===== src/sv/b64e_pkg.sv =====
package b64e_pkg;

  localparam int unsigned QUEUE_DEPTH = 2;

  localparam logic [5:0] SEXTET_LOWER_START = 6'd26;
  localparam logic [5:0] SEXTET_DIGIT_START = 6'd52;
  localparam logic [5:0] SEXTET_PLUS = 6'd62;

  localparam logic [7:0] CHAR_UPPER_A = 8'h41;
  localparam logic [7:0] CHAR_LOWER_A = 8'h61;
  localparam logic [7:0] CHAR_DIGIT_0 = 8'h30;
  localparam logic [7:0] CHAR_PLUS = 8'h2B;
  localparam logic [7:0] CHAR_SLASH = 8'h2F;
  localparam logic [7:0] CHAR_PAD = 8'h3D;

  localparam logic [1:0] POS_FIRST = 2'd0;
  localparam logic [1:0] POS_SECOND = 2'd1;
  localparam logic [1:0] POS_THIRD = 2'd2;

  // One accepted byte turned into the characters it causes. Characters at
  // index two and three, when present, are always padding.
  typedef struct packed {
    logic [5:0] sextet0;
    logic [5:0] sextet1;
    logic [1:0] last_idx;
    logic       last;
  } job_t;

  typedef struct packed {
    logic valid;
    job_t job;
  } job_req_t;

  function automatic logic [7:0] sextet_char(input logic [5:0] v);
    logic [7:0] c;
    if (v < SEXTET_LOWER_START) begin
      c = CHAR_UPPER_A + {2'b00, v};
    end else if (v < SEXTET_DIGIT_START) begin
      c = CHAR_LOWER_A + {2'b00, v - SEXTET_LOWER_START};
    end else if (v < SEXTET_PLUS) begin
      c = CHAR_DIGIT_0 + {2'b00, v - SEXTET_DIGIT_START};
    end else if (v == SEXTET_PLUS) begin
      c = CHAR_PLUS;
    end else begin
      c = CHAR_SLASH;
    end
    return c;
  endfunction

endpackage


===== src/sv/b64e_byte_if.sv =====
interface b64e_byte_if;
  logic       valid;
  logic       ready;
  logic [7:0] in_byte;
  logic       in_last;

  modport source (output valid, output in_byte, output in_last, input ready);
  modport sink (input valid, input in_byte, input in_last, output ready);
endinterface


===== src/sv/b64e_char_if.sv =====
interface b64e_char_if;
  logic       valid;
  logic       ready;
  logic [7:0] out_char;
  logic       out_last;

  modport source (output valid, output out_char, output out_last, input ready);
  modport sink (input valid, input out_char, input out_last, output ready);
endinterface


===== src/sv/base64_stream_encoder.sv =====
// Streaming Base64 encoder with the standard alphabet and '=' padding, no
// line wrapping. A byte is taken in every cycle while the job queue between
// the input and output sides has room, and characters leave from a
// registered output at one per cycle while the receiver is ready. Each byte
// becomes one or two characters, and the byte marked last becomes up to four
// with padding, so the output port sets the sustained rate. An accepted byte
// is written into the job queue and then loaded into the registered output
// before its first character leaves.
module base64_stream_encoder
  import b64e_pkg::*;
#(
  parameter int unsigned QueueDepth = QUEUE_DEPTH
) (
  input  logic        clk_i,
  input  logic        rst_ni,
  b64e_byte_if.sink   byte_i,
  b64e_char_if.source char_o
);

  job_req_t push, pop;
  logic     push_ready, pop_take;

  b64e_front u_front (
    .clk_i       (clk_i),
    .rst_ni      (rst_ni),
    .byte_i      (byte_i),
    .push_ready_i(push_ready),
    .push_o      (push)
  );

  b64e_fifo #(
    .DEPTH(QueueDepth)
  ) u_fifo (
    .clk_i       (clk_i),
    .rst_ni      (rst_ni),
    .push_i      (push),
    .push_ready_o(push_ready),
    .pop_o       (pop),
    .pop_i       (pop_take)
  );

  b64e_back u_back (
    .clk_i (clk_i),
    .rst_ni(rst_ni),
    .pop_i (pop),
    .pop_o (pop_take),
    .char_o(char_o)
  );

endmodule


===== src/sv/b64e_front.sv =====
module b64e_front
  import b64e_pkg::*;
(
  input  logic      clk_i,
  input  logic      rst_ni,
  b64e_byte_if.sink byte_i,
  input  logic      push_ready_i,
  output job_req_t  push_o
);

  logic [1:0] pos_q, pos_d;
  logic [3:0] left_q, left_d;
  logic       accept;
  job_t       job;

  assign byte_i.ready = push_ready_i;
  assign accept = byte_i.valid && push_ready_i;

  always_comb begin
    job.last = byte_i.in_last;
    case (pos_q)
      POS_SECOND: begin
        job.sextet0 = {left_q[1:0], byte_i.in_byte[7:4]};
        job.sextet1 = {byte_i.in_byte[3:0], 2'b00};
        job.last_idx = byte_i.in_last ? 2'd2 : 2'd0;
        pos_d = POS_THIRD;
        left_d = byte_i.in_byte[3:0];
      end
      POS_THIRD: begin
        job.sextet0 = {left_q, byte_i.in_byte[7:6]};
        job.sextet1 = byte_i.in_byte[5:0];
        job.last_idx = 2'd1;
        pos_d = POS_FIRST;
        left_d = 4'd0;
      end
      default: begin
        job.sextet0 = byte_i.in_byte[7:2];
        job.sextet1 = {byte_i.in_byte[1:0], 4'b0000};
        job.last_idx = byte_i.in_last ? 2'd3 : 2'd0;
        pos_d = POS_SECOND;
        left_d = {2'b00, byte_i.in_byte[1:0]};
      end
    endcase
    if (byte_i.in_last) begin
      pos_d = POS_FIRST;
      left_d = 4'd0;
    end
  end

  assign push_o.valid = accept;
  assign push_o.job = job;

  always_ff @(posedge clk_i or negedge rst_ni) begin
    if (!rst_ni) begin
      pos_q <= POS_FIRST;
      left_q <= 4'd0;
    end else if (accept) begin
      pos_q <= pos_d;
      left_q <= left_d;
    end
  end

endmodule


===== src/sv/b64e_fifo.sv =====
module b64e_fifo
  import b64e_pkg::*;
#(
  parameter int unsigned DEPTH = QUEUE_DEPTH
) (
  input  logic     clk_i,
  input  logic     rst_ni,
  input  job_req_t push_i,
  output logic     push_ready_o,
  output job_req_t pop_o,
  input  logic     pop_i
);

  localparam int unsigned PTR_W = (DEPTH > 1) ? $clog2(DEPTH) : 1;
  localparam int unsigned CNT_W = $clog2(DEPTH + 1);
  localparam logic [PTR_W-1:0] PTR_LAST = PTR_W'(DEPTH - 1);
  localparam logic [CNT_W-1:0] CNT_FULL = CNT_W'(DEPTH);

  job_t             mem [DEPTH];
  logic [PTR_W-1:0] wr_ptr_q, rd_ptr_q;
  logic [CNT_W-1:0] count_q;
  logic             do_push, do_pop;

  assign push_ready_o = (count_q != CNT_FULL);
  assign do_push = push_i.valid && push_ready_o;
  assign do_pop = pop_i && pop_o.valid;
  assign pop_o.valid = (count_q != '0);
  assign pop_o.job = mem[rd_ptr_q];

  always_ff @(posedge clk_i) begin
    if (do_push) begin
      mem[wr_ptr_q] <= push_i.job;
    end
  end

  always_ff @(posedge clk_i or negedge rst_ni) begin
    if (!rst_ni) begin
      wr_ptr_q <= '0;
      rd_ptr_q <= '0;
      count_q <= '0;
    end else begin
      if (do_push) begin
        wr_ptr_q <= (wr_ptr_q == PTR_LAST) ? '0 : wr_ptr_q + 1'b1;
      end
      if (do_pop) begin
        rd_ptr_q <= (rd_ptr_q == PTR_LAST) ? '0 : rd_ptr_q + 1'b1;
      end
      if (do_push && !do_pop) begin
        count_q <= count_q + 1'b1;
      end else if (do_pop && !do_push) begin
        count_q <= count_q - 1'b1;
      end
    end
  end

endmodule


===== src/sv/b64e_back.sv =====
module b64e_back
  import b64e_pkg::*;
(
  input  logic        clk_i,
  input  logic        rst_ni,
  input  job_req_t    pop_i,
  output logic        pop_o,
  b64e_char_if.source char_o
);

  logic [1:0] idx_q;
  logic       out_valid_q;
  logic [7:0] out_char_q, out_char_d;
  logic       out_last_q, out_last_d;
  logic       load, emit, job_done;

  assign load = !out_valid_q || char_o.ready;
  assign emit = load && pop_i.valid;
  assign job_done = (idx_q == pop_i.job.last_idx);
  assign pop_o = emit && job_done;

  always_comb begin
    case (idx_q)
      2'd0: out_char_d = sextet_char(pop_i.job.sextet0);
      2'd1: out_char_d = sextet_char(pop_i.job.sextet1);
      default: out_char_d = CHAR_PAD;
    endcase
    out_last_d = pop_i.job.last && job_done;
  end

  always_ff @(posedge clk_i or negedge rst_ni) begin
    if (!rst_ni) begin
      idx_q <= 2'd0;
      out_valid_q <= 1'b0;
    end else begin
      if (load) begin
        out_valid_q <= pop_i.valid;
      end
      if (emit) begin
        idx_q <= job_done ? 2'd0 : idx_q + 2'd1;
      end
    end
  end

  always_ff @(posedge clk_i) begin
    if (emit) begin
      out_char_q <= out_char_d;
      out_last_q <= out_last_d;
    end
  end

  assign char_o.valid = out_valid_q;
  assign char_o.out_char = out_char_q;
  assign char_o.out_last = out_last_q;

endmodule


===== src/flat_wrapper.sv =====
// flat-port wrapper written by rule: the top's interface ports become plain ports
module base64_stream_encoder_flat import b64e_pkg::*;
#(
  parameter int unsigned QueueDepth = QUEUE_DEPTH
)
  (clk_i, rst_ni, byte_i_valid, byte_i_in_byte, byte_i_in_last, byte_i_ready, char_o_valid, char_o_out_char, char_o_out_last, char_o_ready);
  b64e_byte_if byte_i_i ();
  b64e_char_if char_o_i ();
  input  logic clk_i;
  input  logic rst_ni;
  input wire logic [$bits(byte_i_i.valid)-1:0] byte_i_valid;
  input wire logic [$bits(byte_i_i.in_byte)-1:0] byte_i_in_byte;
  input wire logic [$bits(byte_i_i.in_last)-1:0] byte_i_in_last;
  output wire logic [$bits(byte_i_i.ready)-1:0] byte_i_ready;
  output wire logic [$bits(char_o_i.valid)-1:0] char_o_valid;
  output wire logic [$bits(char_o_i.out_char)-1:0] char_o_out_char;
  output wire logic [$bits(char_o_i.out_last)-1:0] char_o_out_last;
  input wire logic [$bits(char_o_i.ready)-1:0] char_o_ready;
  assign byte_i_i.valid = byte_i_valid;
  assign byte_i_i.in_byte = byte_i_in_byte;
  assign byte_i_i.in_last = byte_i_in_last;
  assign byte_i_ready = byte_i_i.ready;
  assign char_o_valid = char_o_i.valid;
  assign char_o_out_char = char_o_i.out_char;
  assign char_o_out_last = char_o_i.out_last;
  assign char_o_i.ready = char_o_ready;
  base64_stream_encoder #(.QueueDepth(QueueDepth)) u_core (.clk_i(clk_i), .rst_ni(rst_ni), .byte_i(byte_i_i), .char_o(char_o_i));
endmodule

===== config.mk =====
export PLATFORM = sky130hd
export DESIGN_NAME = base64_stream_encoder_flat
export DESIGN_NICKNAME = d
export VERILOG_FILES = /design/src/sv/b64e_pkg.sv /design/src/sv/b64e_byte_if.sv /design/src/sv/b64e_char_if.sv /design/src/sv/base64_stream_encoder.sv /design/src/sv/b64e_front.sv /design/src/sv/b64e_fifo.sv /design/src/sv/b64e_back.sv /design/src/flat_wrapper.sv
export SDC_FILE = /design/constraint.sdc
export NUM_CORES = 1
export LEC_CHECK = 0
export BUFFER_PORTS_ARGS = -buffer_cell sky130_fd_sc_hd__buf_2
export CORE_ASPECT_RATIO = 1.2
export CORE_MARGIN = 3
export CORE_UTILIZATION = 27
export CTS_CLUSTER_DIAMETER = 200
export DETAILED_ROUTE_END_ITERATION = 8
export MAX_ROUTING_LAYER = met4
export PLACE_DENSITY = 0.49
export SLEW_MARGIN = 20
export SYNTH_ARGS = -nofsm -noshare
export SYNTH_HDL_FRONTEND = slang
export SYNTH_HIERARCHICAL = 1
export SYNTH_SLANG_ARGS = --single-unit

===== constraint.sdc =====
create_clock -name clk_i -period 3.51 [get_ports clk_i]
set_clock_uncertainty 0.2 [all_clocks]
set_input_delay 0.702 -clock clk_i [delete_from_list [all_inputs] [get_ports clk_i]]
set_output_delay 0.702 -clock clk_i [all_outputs]
set_load 0.02 [all_outputs]

==> results of run 1 <==
metrics by stage:
step / utilization, % / instance area (um2) / hold WS, ns / instances / worst slack (ns)
floorplan: - / 3440 / 0.2064 / 314 / 0.8463
global placement: 29.62 / 3636 / 0.2799 / 485 / 0.5000
detailed placement: 29.62 / 3636 / 0.2783 / 485 / 0.4743
CTS: 30.81 / 3782 / 0.1146 / 493 / 0.4522
global route: 30.81 / 3782 / 0.1180 / 493 / 0.2705
finish: 30.81 / 3782 / 0.1004 / 493 / 0.4631
worst max-delay path, delay by kind of cell, from the launching register on:
| family | cells | cell delay [ns] |
|---|---|---|
| muxes | 1 | 0.36 |
| DFF | 1 | 0.66 |
| AOI/OAI and AO/OA | 5 | 1.08 |
| buffers and inverters | 1 | 0.26 |
| adders and majority gates | 1 | 0.22 |
placed cells by master, fill, tap and decap left out, types with 3 or more instances in the layout:
cell and instances:
nor2_1 14, dfrtp_1 13, a31oi_1 3, a21oi_1 6, a22oi_1 12, xnor2_1 10
a211oi_1 4, o21ai_0 21, nand3b_1 4, clkbuf_16 5, nand2b_1 6, edfxtp_1 39
o2bb2ai_1 4, xor2_1 16, inv_1 17, o211ai_1 5, mux2_2 7, a21o_1 4
nor3_1 3, mux2i_1 4, nand3_1 7, buf_2 23, ha_1 26, nand2_1 34
mux2_4 9
cells in the mapped netlist, drive strengths merged (3+ instances only):
cell type   n
o211ai      5
a22oi      12
a31oi       3
mux2       17
xor2       17
nand2b      6
ha         26
dfrtp      13
mux2i       4
nand2      35
o21ai      21
o2bb2ai     4
nor3        3
edfxtp     39
nand3       7
clkbuf      4
a21oi       7
inv        17
a211oi      4
a21o        4
a211o       3
and3b       3
nor2       14
buf        11
xnor2      10
nand3b      4
routing by layer:
layer	track usage [%]	vias up	wire length [um]
met1	12.96	1058	3157
met2	16.81	34	3183
li1	-	1166	-
met3	1.644	7	179
met4	3.120	0	119
met5	-	-	0
cell type report:
| class | instances | area (um2) | share of cell area, % |
|---|---|---|---|
| Multi-Input combinational cell | 230 | 1744 | 46.11 |
| Sequential cell | 52 | 1496 | 39.56 |
| Tap cell | 161 | 201.4 | 5.326 |
| Timing Repair Buffer | 25 | 130.1 | 3.440 |
| Clock buffer | 6 | 128.9 | 3.407 |
| Inverter | 17 | 63.81 | 1.687 |
| Clock inverter | 2 | 17.52 | 0.4631 |
flip-flops by register name (all words and copies together) (netlist names):
signal and count:
u_core/u_fifo/mem 30, u_core/u_back/char_o.out_char 8, u_core/u_front/left_q 4, u_core/u_back/idx_q 2, u_core/u_fifo/count_q 2, u_core/u_front/pos_q 2
u_core/u_back/char_o.out_last 1, u_core/u_back/char_o.valid 1, u_core/u_fifo/rd_ptr_q 1, u_core/u_fifo/wr_ptr_q 1
cell families (layout without fill, tap and decap cells):
| kind of cell | count (synthesis) | in the layout | synth area share (%) |
|---|---|---|---|
| adder cells (fa/ha/maj) | 26 | 26 | 9.458 |
| multiplexers | 21 | 21 | 7.712 |
| buffers and inverters | 32 | 50 | 5.784 |
| AND/OR/NAND/NOR | 83 | 83 | 12.08 |
| XOR/XNOR | 27 | 27 | 7.093 |
| flip-flops | 52 | 52 | 43.51 |
| AO/OA/AOI/OAI | 73 | 73 | 14.37 |
worst paths after layout:
path                                                         endpoint  slack (ns)  cells after the start                                  from
setup reg to reg           u_core/u_back/char_o.out_char[5]$_DFFE_PP_        0.46                      8    u_core/u_fifo/rd_ptr_q$_DFFE_PN0P_
hold / removal                 u_core/u_back/char_o.valid$_DFFE_PN0N_        0.10                      1                                rst_ni
max in group asynchronous          u_core/u_fifo/rd_ptr_q$_DFFE_PN0P_        2.77                      1                                rst_ni
hold reg to reg                  u_core/u_fifo/count_q[1]$_DFFE_PN0P_        0.29                      1  u_core/u_fifo/count_q[1]$_DFFE_PN0P_
setup / recovery           u_core/u_back/char_o.out_char[5]$_DFFE_PP_        0.46                      8    u_core/u_fifo/rd_ptr_q$_DFFE_PN0P_
min in group clk_i               u_core/u_fifo/count_q[1]$_DFFE_PN0P_        0.29                      1  u_core/u_fifo/count_q[1]$_DFFE_PN0P_
power breakdown:
part           internal [W]  switching, W  total [W]
Sequential         0.000993      0.000110    0.00110
Clock              0.000270      0.000214   0.000484
Combinational      0.000879       0.00135    0.00222
Total               0.00214       0.00167    0.00381
==> metrics.md, run 1 <==
| Metric | Value |
|---|---|
| Status | `finished, final reports clean` |
| CP endpoint kind | `register` |
| Global-route wire length before repair | `11,300 um` |
| TritonCTS buffer count | `5` |
| Layout cells sized above 1 | `16.57%` |
| Core ar. | `~0.012 mm2` |
| Final nets | `370` |
| Largest net degree at the start of global routing | `24` |
| Initial core utilization | `28.02%` |
| Number of synthesized flops with an enable pin | `39` |
| Share of the synthesized area in the top cell type | `34.05%` |
| Worst Hold Class | `primary input to asynchronous set/reset pin` |
| Max Cap Viol | `0` |
| Post-Syn Area | `0.003440 mm2` |
| Top-level I/O count | `24` |
| Syn nets | `roughly 350` |
| Global Route Usage Sum | `between 10% and 20%` |
| Post-DP HPWL | `~5200 um` |
| Sequential share of the synthesized area | `around 44%` |
| CP cell instances | `buf_4, mux2_4, ha_1, a21o_1, a21oi_1, o21ai_0, o2111ai_1, o211ai_1` |
| Clock sinks | `52` |
| Slew @ Worst Pin | `0.6946 ns` |
| Die ar. | `0.01414 mm2` |
| TNS Setup | `0 ns` |
| # hold bufs at CTS | `0` |
| Final setup vio count | `0` |
| Pleak | `between 1.5 and 2 nW` |
| Gate Count Post-Synth | `314` |
| Fin. Hold Viols | `0` |
| Synthesis Warnings | `6` |
| Max Fclk | `0.3282 GHz` |
| Worst skew pair latency | `0.29 ns` |
| Drt first-iter violations | `68` |
| Avg Inst Size Synth | `10.95 um2` |
| First drt pass iteration count | `4` |
| Top FF cell, synth | `edfxtp_1` |
| Tot Pwr | `0.003812 W` |
| CTS clock-pin slew for the worst setup and hold paths | `0.07 ns` |
| # DRC | `0` |
| CP max-delay cell | `dfrtp_1` |
| ANT nets after route | `0` |
| Post-layout min period | `3.047 ns` |
| Final Max Slew Viols | `0` |
| CTS Buffer Depth | `2` |
| Slew HR | `53.69%` |
| Worst EP arrival | `approximately 2.9 ns` |
| RSZ-0062 raised after global routing | `false` |
| Area leader, netlist | `edfxtp_1` |
| Synthesis-to-layout area growth | `9.967%` |
| Worst path required time | `about 3.3 ns` |
| Post-synth ARST share | `25.00%` |
| Yosys reg bits | `52` |
| Final Cycle Share | `86.81%` |
| H-tree Lvls | `2` |
| Number of global-route vias before repair | `around 2,300` |
| TritonCTS clock tree | `done` |
| Total routed wirelength | `around 6600 um` |
| Worst Path Max Fanout | `10` |
| Netlist cell types | `55` |
| Power Density | `a little over 1000 mW/mm2` |
| Via count | `between 2,000 and 2,500` |
| Initial antenna violation count | `0` |
| Avg Vias per Cell | `4.594` |
| Antenna Diode Count | `0` |
| Die Ht | `129.6 um` |
| CP Class | `register to register` |
| Slowest stage delay, CP | `0.66 ns` |
| Setup repair bufs after CTS | `0` |
| Post-CTS Resized | `0` |
| Grt ovf | `0` |
| VDD IR-drop max | `0.3923 mV` |
| Wire length per cell | `between 10 and 15 um` |
| Chip Width | `about 110 um` |
| CTS Root Cell | `clkbuf_16` |
| Final RePlAce weighted congestion | `0.8014` |
| Port-buffer cells | `23` |
| CP startpoint kind | `register` |
| Area contributors post-synth | `edfxtp_1 34%, dfrtp_1 9.5%, ha_1 9.5%` |
| Filler cells | `1,259` |
| Rows | `44` |
Note: power is estimated with default switching activity, not from simulation.
==> run 2: changes to the inputs <==
- MAX_ROUTING_LAYER: met4 -> default
==> metrics.md, run 2 (synthesis gave the netlist of run 1 again) <==
| Metric | Value |
|---|---|
| Slew HR | `53.84% (+0.15 points)` |
| CP max-delay cell | `dfrtp_1` |
| Net Sw Frac | `43.81% (about the same)` |
| Setup repair bufs after CTS | `0 (unchanged)` |
| # hold bufs at CTS | `0 (unchanged)` |
| Slew @ Worst Pin | `0.6924 ns (-0.002206 ns)` |
| Power Density | `1008 mW/mm2 (about the same)` |
| Number of global-route vias before repair | `2,292 (-0.17%)` |
| CP startpoint kind | `register` |
| Via count | `2,269 (+0.18%)` |
| Pleak | `1.532 nW (unchanged)` |
| CTS Buffer Depth | `2 (unchanged)` |
| CTS Root Cell | `clkbuf_16` |
| Core ar. | `0.01228 mm2 (unchanged)` |
| TritonCTS clock tree | `done` |
| Initial antenna violation count | `0 (unchanged)` |
| Gate power share | `58.4% (about the same)` |
| DP Area | `0.003636 mm2 (unchanged)` |
| Final Cycle Share | `86.83% (about the same)` |
| Clock sinks | `52 (unchanged)` |
| # DRC | `0 (unchanged)` |
| RSZ-0062 raised after global routing | `false` |
| H-tree Lvls | `2 (unchanged)` |
| Global Route Usage Sum | `9.962% (-0.29 points)` |
| Part of the power in registers | `28.9% (about the same)` |
| Grt ovf | `0 (unchanged)` |
| CTS clock-pin slew for the worst setup and hold paths | `0.07 ns (about the same)` |
| Worst Hold Class | `primary input to asynchronous set/reset pin` |
| Max FFs per register | `30 (unchanged)` |
| Max Fclk | `0.3281 GHz (about the same)` |
| Port-buffer cells | `23 (unchanged)` |
| Internal | `0.002143 W (about the same)` |
| Slowest stage delay, CP | `0.66 ns (about the same)` |
| Worst path required time | `3.35 ns (+0.02 ns)` |
| Post-CTS Resized | `0 (unchanged)` |
| CP cell instances | `buf_4, mux2_4, ha_1, a21o_1, a21oi_1, a221oi_1, a211o_1` |
| TNS Setup | `0 ns (unchanged)` |
| ANT nets after route | `0 (unchanged)` |
| Total routed wirelength | `6643 um (about the same)` |
| Initial core utilization | `28.02% (unchanged)` |
| Chip Width | `109.0 um (unchanged)` |
| Clock group share of total power | `12.7% (about the same)` |
| Cells after DPL | `485 (unchanged)` |
| Global-route wire length before repair | `11,310 um (+0.12%)` |
| Psw | `0.001670 W (about the same)` |
| Final nets | `370 (unchanged)` |
| Die ar. | `0.01414 mm2 (unchanged)` |
| Most flops, register | `u_core/u_fifo/mem` |
| Status | `finished, final reports clean` |
| Pre-CTS WS | `0.4743 ns (unchanged)` |
| Worst EP arrival | `2.88 ns (about the same)` |
| Commonest non-fill, non-tap cell in the layout | `edfxtp_1` |
| Die Ht | `129.6 um (unchanged)` |
| Final setup vio count | `0 (unchanged)` |
| Post-DP HPWL | `5182 um (unchanged)` |
| Layout cells sized above 1 | `16.57% (unchanged)` |
| Rows | `44 (unchanged)` |
| VDD IR-drop max | `0.3907 mV (-0.41%)` |
| Finished Cell Area | `0.003782 mm2 (unchanged)` |
| Synthesis-to-layout area growth | `9.967% (unchanged)` |
| Largest net degree at the start of global routing | `24 (unchanged)` |
| Wire length per cell | `13.47 um (about the same)` |
| Antenna Diode Count | `0 (unchanged)` |
| CP endpoint kind | `register` |
| Worst Path Max Fanout | `10 (unchanged)` |
| Final worst slack | `0.4622 ns (-0.0009550 ns)` |
| Utilization after layout | `30.81% (unchanged)` |
| Fin. Hold Viols | `0 (unchanged)` |
| Cell Count, Final, Fillers Out | `493 (unchanged)` |
| Final RePlAce weighted congestion | `0.7903 (-1.4%)` |
| Avg Vias per Cell | `4.602 (+0.18%)` |
| Most frequent cells in the layout | `39 x edfxtp_1, 34 x nand2_1, 26 x ha_1` |
| First drt pass iteration count | `4 (unchanged)` |
| CP Class | `register to register` |
| Post-layout min period | `3.048 ns (+0.0009550 ns)` |
| Worst skew pair latency | `0.28 ns (about the same)` |
| Drt first-iter violations | `65 (-4.4%)` |
| TritonCTS buffer count | `5 (unchanged)` |
| Top-level I/O count | `24 (unchanged)` |
| Final Max Slew Viols | `0 (unchanged)` |
| Max Cap Viol | `0 (unchanged)` |
[run 2: cell counts in the layout (fill, tap and decap cells not counted)]
Identical to the previous run, type by type.
[run 2: area by class of cell]
cell class	instances	area [um2]
multi-input combinational	230	1744
clock inverter	2	17.52
clock buffer	6	128.9
sequential	52	1496
tap	161	201.4
inverter	17	63.81
fill	1259	8494
timing repair buffer	25	130.1
[run 2: worst paths after layout]
check                                                             endpoint  cells past startpoint  slack (ns)                            startpoint
worst max-delay path            u_core/u_back/char_o.out_char[2]$_DFFE_PP_                      7        0.46    u_core/u_fifo/rd_ptr_q$_DFFE_PN0P_
min in group clk_i                    u_core/u_fifo/count_q[1]$_DFFE_PN0P_                      1        0.28  u_core/u_fifo/count_q[1]$_DFFE_PN0P_
worst min-delay path                u_core/u_back/char_o.valid$_DFFE_PN0N_                      1        0.10                                rst_ni
max in group asynchronous               u_core/u_fifo/rd_ptr_q$_DFFE_PN0P_                      1        2.77                                rst_ni
worst min register to register        u_core/u_fifo/count_q[1]$_DFFE_PN0P_                      1        0.28  u_core/u_fifo/count_q[1]$_DFFE_PN0P_
worst max register to register  u_core/u_back/char_o.out_char[2]$_DFFE_PP_                      7        0.46    u_core/u_fifo/rd_ptr_q$_DFFE_PN0P_
[run 2: through the flow]
| step | total power (W) | hold slack [ns] |
|---|---|---|
| finish | 0.003813 | 0.1008 |
| global route | 0.004175 | 0.1180 |
| CTS | 0.003853 | 0.1146 |
| detailed placement | 0.003357 | 0.2783 |
| global placement | 0.003348 | 0.2799 |
| floorplan | 0.002951 | 0.2064 |
[run 2: worst max-delay path: cells and delay by family, from the launching register on]
kind,cells,cell delay (ns)
AO/OA/AOI/OAI,4,1.09
flip-flops,1,0.66
buffers and inverters,1,0.26
adder cells (fa/ha/maj),1,0.22
multiplexers,1,0.36
[run 2: power by group through the flow]
| stage | Clock [W] | Combinational, W | Sequential [W] |
|---|---|---|---|
| detailed placement | 0 | 0.00224 | 0.00112 |
| global route | 0.000529 | 0.00252 | 0.00113 |
| finish | 0.000482 | 0.00223 | 0.00110 |
| floorplan | 0 | 0.00180 | 0.00115 |
| CTS | 0.000500 | 0.00224 | 0.00111 |
| global placement | 0 | 0.00223 | 0.00112 |
[run 2: layer usage]
layer | global-route usage [%] | vias up | wire, um
met5 | 0 | - | 0
li1 | - | 1164 | -
met2 | 16.74 | 31 | 3178
met1 | 12.93 | 1067 | 3156
met4 | 3.120 | 0 | 117
met3 | 1.844 | 7 | 189
==> run 3: changes to the inputs <==
- CELL_PAD_IN_SITES_DETAIL_PLACEMENT: default -> 1
- CELL_PAD_IN_SITES_GLOBAL_PLACEMENT: default -> 1
- PLACE_DENSITY: 0.49 -> 0.56
==> metrics.md, run 3 (synthesis gave the netlist of run 1 again) <==
| Metric | Value |
|---|---|
| Grt ovf | `0 (unchanged)` |
| Drt first-iter violations | `76 (+17%)` |
| RSZ-0062 raised after global routing | `false` |
| Final setup vio count | `0 (unchanged)` |
| Initial core utilization | `28.02% (unchanged)` |
| Slew @ Worst Pin | `0.7360 ns (+0.04359 ns)` |
| Commonest non-fill, non-tap cell in the layout | `edfxtp_1` |
| H-tree Lvls | `2 (unchanged)` |
| Worst skew pair latency | `0.29 ns (about the same)` |
| Worst path required time | `3.32 ns (-0.03 ns)` |
| Max FFs per register | `30 (unchanged)` |
| Chip Width | `109.0 um (unchanged)` |
| Worst Hold Class | `primary input to asynchronous set/reset pin` |
| Synthesis-to-layout area growth | `10.95%` |
| Die Ht | `129.6 um (unchanged)` |
| CP endpoint kind | `register` |
| Die ar. | `0.01414 mm2 (unchanged)` |
| # hold bufs at CTS | `0 (unchanged)` |
| Most frequent cells in the layout | `39 x edfxtp_1, 34 x nand2_1, 26 x ha_1` |
| CP startpoint kind | `register` |
| Wire length per cell | `15.54 um (+15%)` |
| Setup repair bufs after CTS | `0 (unchanged)` |
| Tot Pwr | `0.003961 W (+3.9%)` |
| Status | `finished, final reports clean` |
| # DRC | `0 (unchanged)` |
| TritonCTS clock tree | `done` |
| Antenna Diode Count | `0 (unchanged)` |
| Rows | `44 (unchanged)` |
| Post-layout min period | `2.941 ns (-0.1073 ns)` |
| Layout cells sized above 1 | `17.12% (+0.55 points)` |
| CTS Buffer Depth | `2 (unchanged)` |
| Avg Vias per Cell | `4.808 (+4.5%)` |
| Via count | `2,375 (+4.7%)` |
| CTS Root Cell | `clkbuf_16` |
| VDD IR-drop max | `0.4184 mV (+7.1%)` |
| Core ar. | `0.01228 mm2 (unchanged)` |
| Final nets | `371 (+0.27%)` |
| Global-route wire length before repair | `13,000 um (+15%)` |
| DP Area | `0.003643 mm2 (+0.21%)` |
| CTS clock-pin slew for the worst setup and hold paths | `0.07 ns (about the same)` |
| CP Class | `register to register` |
| Clock sinks | `52 (unchanged)` |
| Worst Path Max Fanout | `9 (-1)` |
| Port-buffer cells | `23 (unchanged)` |
| Slew HR | `50.93% (-2.9 points)` |
| Worst EP arrival | `2.75 ns (-0.13 ns)` |
| Max Cap Viol | `0 (unchanged)` |
| Final Max Slew Viols | `0 (unchanged)` |
| Final RePlAce weighted congestion | `0.8211 (+3.9%)` |
| Largest net degree at the start of global routing | `24 (unchanged)` |
| Fin. Hold Viols | `0 (unchanged)` |
| TNS Setup | `0 ns (unchanged)` |
| Post-DP HPWL | `5906 um (+14%)` |
| Top-level I/O count | `24 (unchanged)` |
| Total routed wirelength | `7679 um (+16%)` |
| Final Cycle Share | `83.78% (-3.1 points)` |
| Initial antenna violation count | `0 (unchanged)` |
| Global Route Usage Sum | `11.69% (+1.7 points)` |
| Post-CTS Resized | `0 (unchanged)` |
| ANT nets after route | `0 (unchanged)` |
| TritonCTS buffer count | `5 (unchanged)` |
| Finished Cell Area | `0.003816 mm2 (+0.89%)` |
| Number of global-route vias before repair | `2,474 (+7.9%)` |
| Utilization after layout | `31.08% (+0.28 points)` |
| First drt pass iteration count | `4 (unchanged)` |
| Max Fclk | `0.3401 GHz (+3.6%)` |
| Power Density | `1038 mW/mm2 (+3.0%)` |
| Pleak | `1.551 nW (+1.2%)` |
| Most flops, register | `u_core/u_fifo/mem` |
-- run 3: layout make-up --
cell class	count	area, um2
tap	161	201.4
clock buffer	7	163.9
fill	1385	8461
clock inverter	1	8.758
inverter	17	63.81
timing repair buffer	26	137.6
sequential	52	1496
multi-input combinational	230	1744
-- run 3: worst paths after layout --
path / endpoint / depth (start not counted) / startpoint / slack (ns)
worst max register to register: u_core/u_back/char_o.out_char[6]$_DFFE_PP_ / 8 / u_core/u_fifo/rd_ptr_q$_DFFE_PN0P_ / 0.57
worst max-delay path: u_core/u_back/char_o.out_char[6]$_DFFE_PP_ / 8 / u_core/u_fifo/rd_ptr_q$_DFFE_PN0P_ / 0.57
min in group clk_i: u_core/u_fifo/count_q[1]$_DFFE_PN0P_ / 1 / u_core/u_fifo/count_q[1]$_DFFE_PN0P_ / 0.29
worst min-delay path: u_core/u_back/idx_q[1]$_DFFE_PN0P_ / 1 / rst_ni / 0.1
max in group asynchronous: u_core/u_fifo/rd_ptr_q$_DFFE_PN0P_ / 1 / rst_ni / 2.76
worst min register to register: u_core/u_fifo/count_q[1]$_DFFE_PN0P_ / 1 / u_core/u_fifo/count_q[1]$_DFFE_PN0P_ / 0.29
-- run 3: power by group --
part / leakage (nW) / internal, W / switching (W)
logic: 0.937 / 0.000889 / 0.00142
registers: 0.528 / 0.000993 / 0.000108
clock network: 0.0852 / 0.000329 / 0.000224
-- run 3: per-layer routing --
layer  part of all wire (%)  GRT usage [%]
met1                     46          15.29
met2                     50          20.03
met3                    2.5          1.844
met4                    1.4          3.046
met5                      0              0
-- run 3: per-stage QoR --
step           instances  worst slack (ns)  hold WS, ns
5_1_grt              494            0.3557       0.1116
6_report             494            0.5695      0.09971
4_1_cts              494            0.5502       0.1107
3_3_place_gp         486            0.6463       0.2784
2_1_floorplan        314            0.8463       0.2064
3_5_place_dp         486            0.5704       0.2782
-- run 3: worst max-delay path, stage by stage, from the launching register on --
cell      delay (ns)
dfrtp_1         0.62
mux2_4          0.38
inv_1           0.14
ha_1            0.20
xor2_1          0.11
nor3b_1         0.34
a211oi_1        0.13
o31ai_1         0.38
o21ai_0         0.16
